--- config.mk ---
export PLATFORM = sky130hd
export DESIGN_NAME = tccw_ctrl
export DESIGN_NICKNAME = d
export VERILOG_FILES = /design/src/hw/rtl/tccw_pkg.sv /design/src/hw/rtl/tccw_ctrl.sv
export SDC_FILE = /design/constraint.sdc
export NUM_CORES = 1
export LEC_CHECK = 0
export ABC_AREA = 1
export BUFFER_PORTS_ARGS = -buffer_cell sky130_fd_sc_hd__buf_2
export CAP_MARGIN = 5
export CORE_AREA = 5 5 42 44
export DETAILED_ROUTE_END_ITERATION = 6
export DIE_AREA = 0 0 47 49
export GPL_TIMING_DRIVEN = 0
export PLACE_DENSITY = 0.51
export SYNTH_ARGS = -nofsm -noshare
export SYNTH_HDL_FRONTEND = slang
export SYNTH_SLANG_ARGS = --single-unit
--- constraint.sdc ---
create_clock -name clk_i -period 4.2 [get_ports clk_i]
set_clock_uncertainty 0.15 [all_clocks]
set_input_delay 0.21 -clock clk_i [delete_from_list [all_inputs] [get_ports clk_i]]
set_output_delay 0.21 -clock clk_i [all_outputs]
set_load 0.005 [all_outputs]
--- src/hw/rtl/tccw_pkg.sv ---
package tccw_pkg;

  localparam int unsigned COLUMNS_DEF = 80;
  localparam int unsigned ROWS_DEF    = 25;
  localparam int unsigned TAB_STEP    = 8;

  localparam logic [7:0] COLOR_RESET = 8'h07;
  localparam logic [7:0] BLANK_CHAR  = 8'h20;
  localparam logic [7:0] CH_BS       = 8'h08;
  localparam logic [7:0] CH_TAB      = 8'h09;
  localparam logic [7:0] CH_NL       = 8'h0a;
  localparam logic [7:0] CH_CR       = 8'h0d;

  typedef enum logic [1:0] {
    OP_PUT   = 2'd0,
    OP_SET   = 2'd1,
    OP_CLEAR = 2'd2,
    OP_READ  = 2'd3
  } op_e;

  typedef struct packed {
    op_e         operation;
    logic [7:0]  char_code;
    logic [7:0]  pos_x;
    logic [7:0]  pos_y;
    logic [10:0] read_addr;
  } in_item_t;

  typedef struct packed {
    logic [10:0] cursor_pos;
    logic [15:0] read_data;
  } out_item_t;

  typedef struct packed {
    logic load_in;
    logic decode;
    logic ptr_clr;
    logic scroll_rd;
    logic scroll_wr;
    logic fill_wr;
    logic fill_zero;
    logic out_load;
  } cmd_t;

  typedef struct packed {
    logic need_scroll;
    logic is_clear;
    logic ptr_last;
    logic out_free;
  } status_t;

endpackage

--- src/hw/rtl/tccw_ctrl.sv ---
module tccw_ctrl (
  input  logic              clk_i,
  input  logic              rst_ni,
  input  logic              in_valid_i,
  output logic              in_ready_o,
  input  tccw_pkg::status_t status_i,
  output tccw_pkg::cmd_t    cmd_o
);

  typedef enum logic [2:0] {
    ST_INIT,
    ST_IDLE,
    ST_DECODE,
    ST_SCROLL_RD,
    ST_SCROLL_WR,
    ST_FILL,
    ST_RESP
  } state_e;

  state_e state_q, state_d;

  always_comb begin
    state_d    = state_q;
    cmd_o      = '0;
    in_ready_o = 1'b0;
    case (state_q)
      ST_INIT: begin
        cmd_o.fill_wr   = 1'b1;
        cmd_o.fill_zero = 1'b1;
        if (status_i.ptr_last) state_d = ST_IDLE;
      end
      ST_IDLE: begin
        in_ready_o    = 1'b1;
        cmd_o.load_in = in_valid_i;
        if (in_valid_i) state_d = ST_DECODE;
      end
      ST_DECODE: begin
        cmd_o.decode  = 1'b1;
        cmd_o.ptr_clr = 1'b1;
        if (status_i.need_scroll) begin
          state_d = ST_SCROLL_RD;
        end else if (status_i.is_clear) begin
          state_d = ST_FILL;
        end else begin
          state_d = ST_RESP;
        end
      end
      ST_SCROLL_RD: begin
        cmd_o.scroll_rd = 1'b1;
        state_d         = ST_SCROLL_WR;
      end
      ST_SCROLL_WR: begin
        cmd_o.scroll_wr = 1'b1;
        state_d         = status_i.ptr_last ? ST_RESP : ST_SCROLL_RD;
      end
      ST_FILL: begin
        cmd_o.fill_wr = 1'b1;
        if (status_i.ptr_last) state_d = ST_RESP;
      end
      ST_RESP: begin
        if (status_i.out_free) begin
          cmd_o.out_load = 1'b1;
          state_d        = ST_IDLE;
        end
      end
      default: state_d = ST_IDLE;
    endcase
  end

  always_ff @(posedge clk_i or negedge rst_ni) begin
    if (!rst_ni) begin
      state_q <= ST_INIT;
    end else begin
      state_q <= state_d;
    end
  end

endmodule

==> impl_metrics.csv <==
group,metric,value,unit
route,ant_nets,0,
sta,rsz0062_at_grt,"no",
sta,holdWs,0.155,ns
floorplanning,initial_core_util,0.259,
logic_synthesis,netlist_area,363,um^2
logic_synthesis,yosys.area.top_type,"dfrtp_1",
sta,period_minus_slack,1.65,ns
sta,fin_setup_tns,0,ns
clock_network,clk_latency,0.23,ns
clock_network,cts_hold_buf,1,
worst_hold_path,hold_path_class,"in -> async",
route,dr.pass1.iters,4,
sta,setup_violations,0,
floorplanning,core_area,0.00140,mm^2
clock_network,cts-htree-levels,1,
final_layout,layout-drive-gt1-share,0.380,
sta,tightest_slew,0.296,ns
clock_network,post_cts_buffers,0,
clock_network,cts.repair.resized,0,
global_routing,grt_pass1_wl,1560,um
logic_synthesis,synth_seq_area_share,0.207,
run_status,status,"completed",
clock_network,cts_buffers,3,
final_layout,layout.cells.most_common_list,"15 x buf_2, 12 x nand2_1, 10 x inv_1, 7 x nor2_1, 5 x nand3_1",
final_layout,largest-register,"state_q",
final_layout,area_growth,36.2,%
route,wire_per_inst,9.34,um
route,via_per_inst,4.28,
final_layout,final_common_cell,"buf_2",
critical_path,critPathRequiredTime,3.84,ns
floorplanning,rows,14,
route,drt_iter0_drc,9,
critical_path,startpoint_type,"flop",
global_routing,grt_max_degree,10,
floorplanning,die-area,0.00230,mm^2
clock_network,cts_tree,"done",
power,p_per_area,712,mW/mm^2
final_layout,num-fill-cells,179,
floorplanning,ios,16,
power,total_power,0.000352,W
clock_network,cts.sinks,3,
logic_synthesis,synth_top_area_frac,0.207,
clock_network,cts.path.max_buffers,2,
power,peakVddDrop,0.000260,V
route,num_vias,407,
global_routing,antenna_found_initial,0,
logic_synthesis,yosysWarningCount,0,
route,wirelength,887,um
logic_synthesis,syn_area_per_cell,6.15,um^2
run,drv_cap,0,
place,hpwl,708,um
place,gp_congestion,0.733,
critical_path,critPathMaxFanout,8,
final_layout,reg_top3,"state_q (3)",
power,power_leakage,0.309,nW
place,port_buffers,15,
logic_synthesis,synth_fp_nets,67,
logic_synthesis,synth_seq_cells,3,
final_layout,antenna_cells,0,
global_routing,grt_pass1_vias,379,
floorplanning,die_x,47,um
global_routing,gr-usage-all-layers,0.0937,
sta,slew_violations,0,
clock_network,path_clk_slew,0.04,ns
sta,fmax,604,MHz
route,drc,0,
global_routing,grt.overflow.total,0,
floorplanning,fp.dieH,49,um
critical_path,worstSetupEndpointType,"primary output",
logic_synthesis,synth.area.top_cells,"dfrtp_1 21%, nand2_1 12%, inv_1 10%, nor2_1 7.2%, nand3_1 6.9%",
logic_synthesis,synth_cell_types,20,
sta,relSlewSlack,0.802,
critical_path,critPathKind,"reg -> out",
final_layout,largest_reg_flops,3,
logic_synthesis,syn_inst,59,
sta,hold_violations,0,
clock_network,root_buffer,"clkbuf_4",
final_layout,nNetsFinal,88,
sta,fin_crit_sh,0.394,
critical_path,critPathArrivalTime,1.29,ns
metal layers:
| layer | routed length [um] | up-vias | track usage |
|---|---|---|---|
| met4 | 0 | 0 | 0.0553 |
| met3 | 47 | 0 | 0.0332 |
| met2 | 418 | 11 | 0.124 |
| met1 | 422 | 173 | 0.126 |
| met5 | 0 | - | 0 |
| li1 | - | 223 | - |
cells by family (layout without fill, tap and decap cells):
logic type                 Yosys count  in the layout  synth area share
AOI/OAI and AO/OA                    5              5            0.0827
adders and majority gates            1              1            0.0345
buffers and inverters               16             36             0.210
DFF                                  3              3             0.207
and+or+nand+nor                     34             34             0.466
Yosys cell counts, drive strengths merged:
cell type	count
buf	3
clkinv	1
dfrtp	3
ha	1
inv	12
nand2	14
nand3	7
nand4	1
nor2	9
nor3	2
nor4	1
o211ai	2
o21ai	3
path summary, 6_finish.rpt:
path | startpoint | to | slack (ns) | cells past startpoint
max in group asynchronous | rst_ni | state_q[1] | 3.63 | 2
min | rst_ni | state_q[0] | 0.16 | 2
min reg2reg | state_q[2] | state_q[2] | 0.54 | 2
min in group clk_i | status_i[0] | state_q[1] | 0.18 | 4
max reg2reg | state_q[1] | state_q[0] | 2.76 | 7
max | state_q[2] | cmd_o[6] | 2.55 | 5
through the flow:
| stage | cell area [um^2] | std cells | utilization | setup WS, ns |
|---|---|---|---|---|
| after floorplan | 363 | 59 | - | 2.86 |
| after global placement | 458 | 90 | 0.327 | 2.78 |
| after detailed placement | 458 | 90 | 0.327 | 2.74 |
| after CTS | 494 | 95 | 0.353 | 2.55 |
| after global routing | 494 | 95 | 0.353 | 2.44 |
| final | 494 | 95 | 0.353 | 2.55 |
layout make-up:
cell class / instances / area, um^2 / area share
flip-flops and latches: 3 / 75.1 / 0.152
inverters: 13 / 50.0 / 0.101
well taps: 16 / 20.0 / 0.0405
plain buffers: 3 / 26.3 / 0.0532
clock buffers: 4 / 26.3 / 0.0532
multi-input cells: 40 / 211 / 0.428
repair buffers: 16 / 85.1 / 0.172
critical path, stage by stage (launching register included):
cell and delay, ns:
dfrtp_1 0.50, inv_2 0.14, nand3_1 0.12, inv_1 0.07, buf_4 0.12, buf_2 0.11
power by group:
part / switching [W] / leakage [nW] / internal, W
Sequential: 0.0000149 / 0.0390 / 0.0000423
Clock: 0.0000142 / 0.0150 / 0.0000356
Combinational: 0.000145 / 0.255 / 0.000100
Total: 0.000174 / 0.309 / 0.000178
Note: power is estimated with default switching activity, not from simulation.
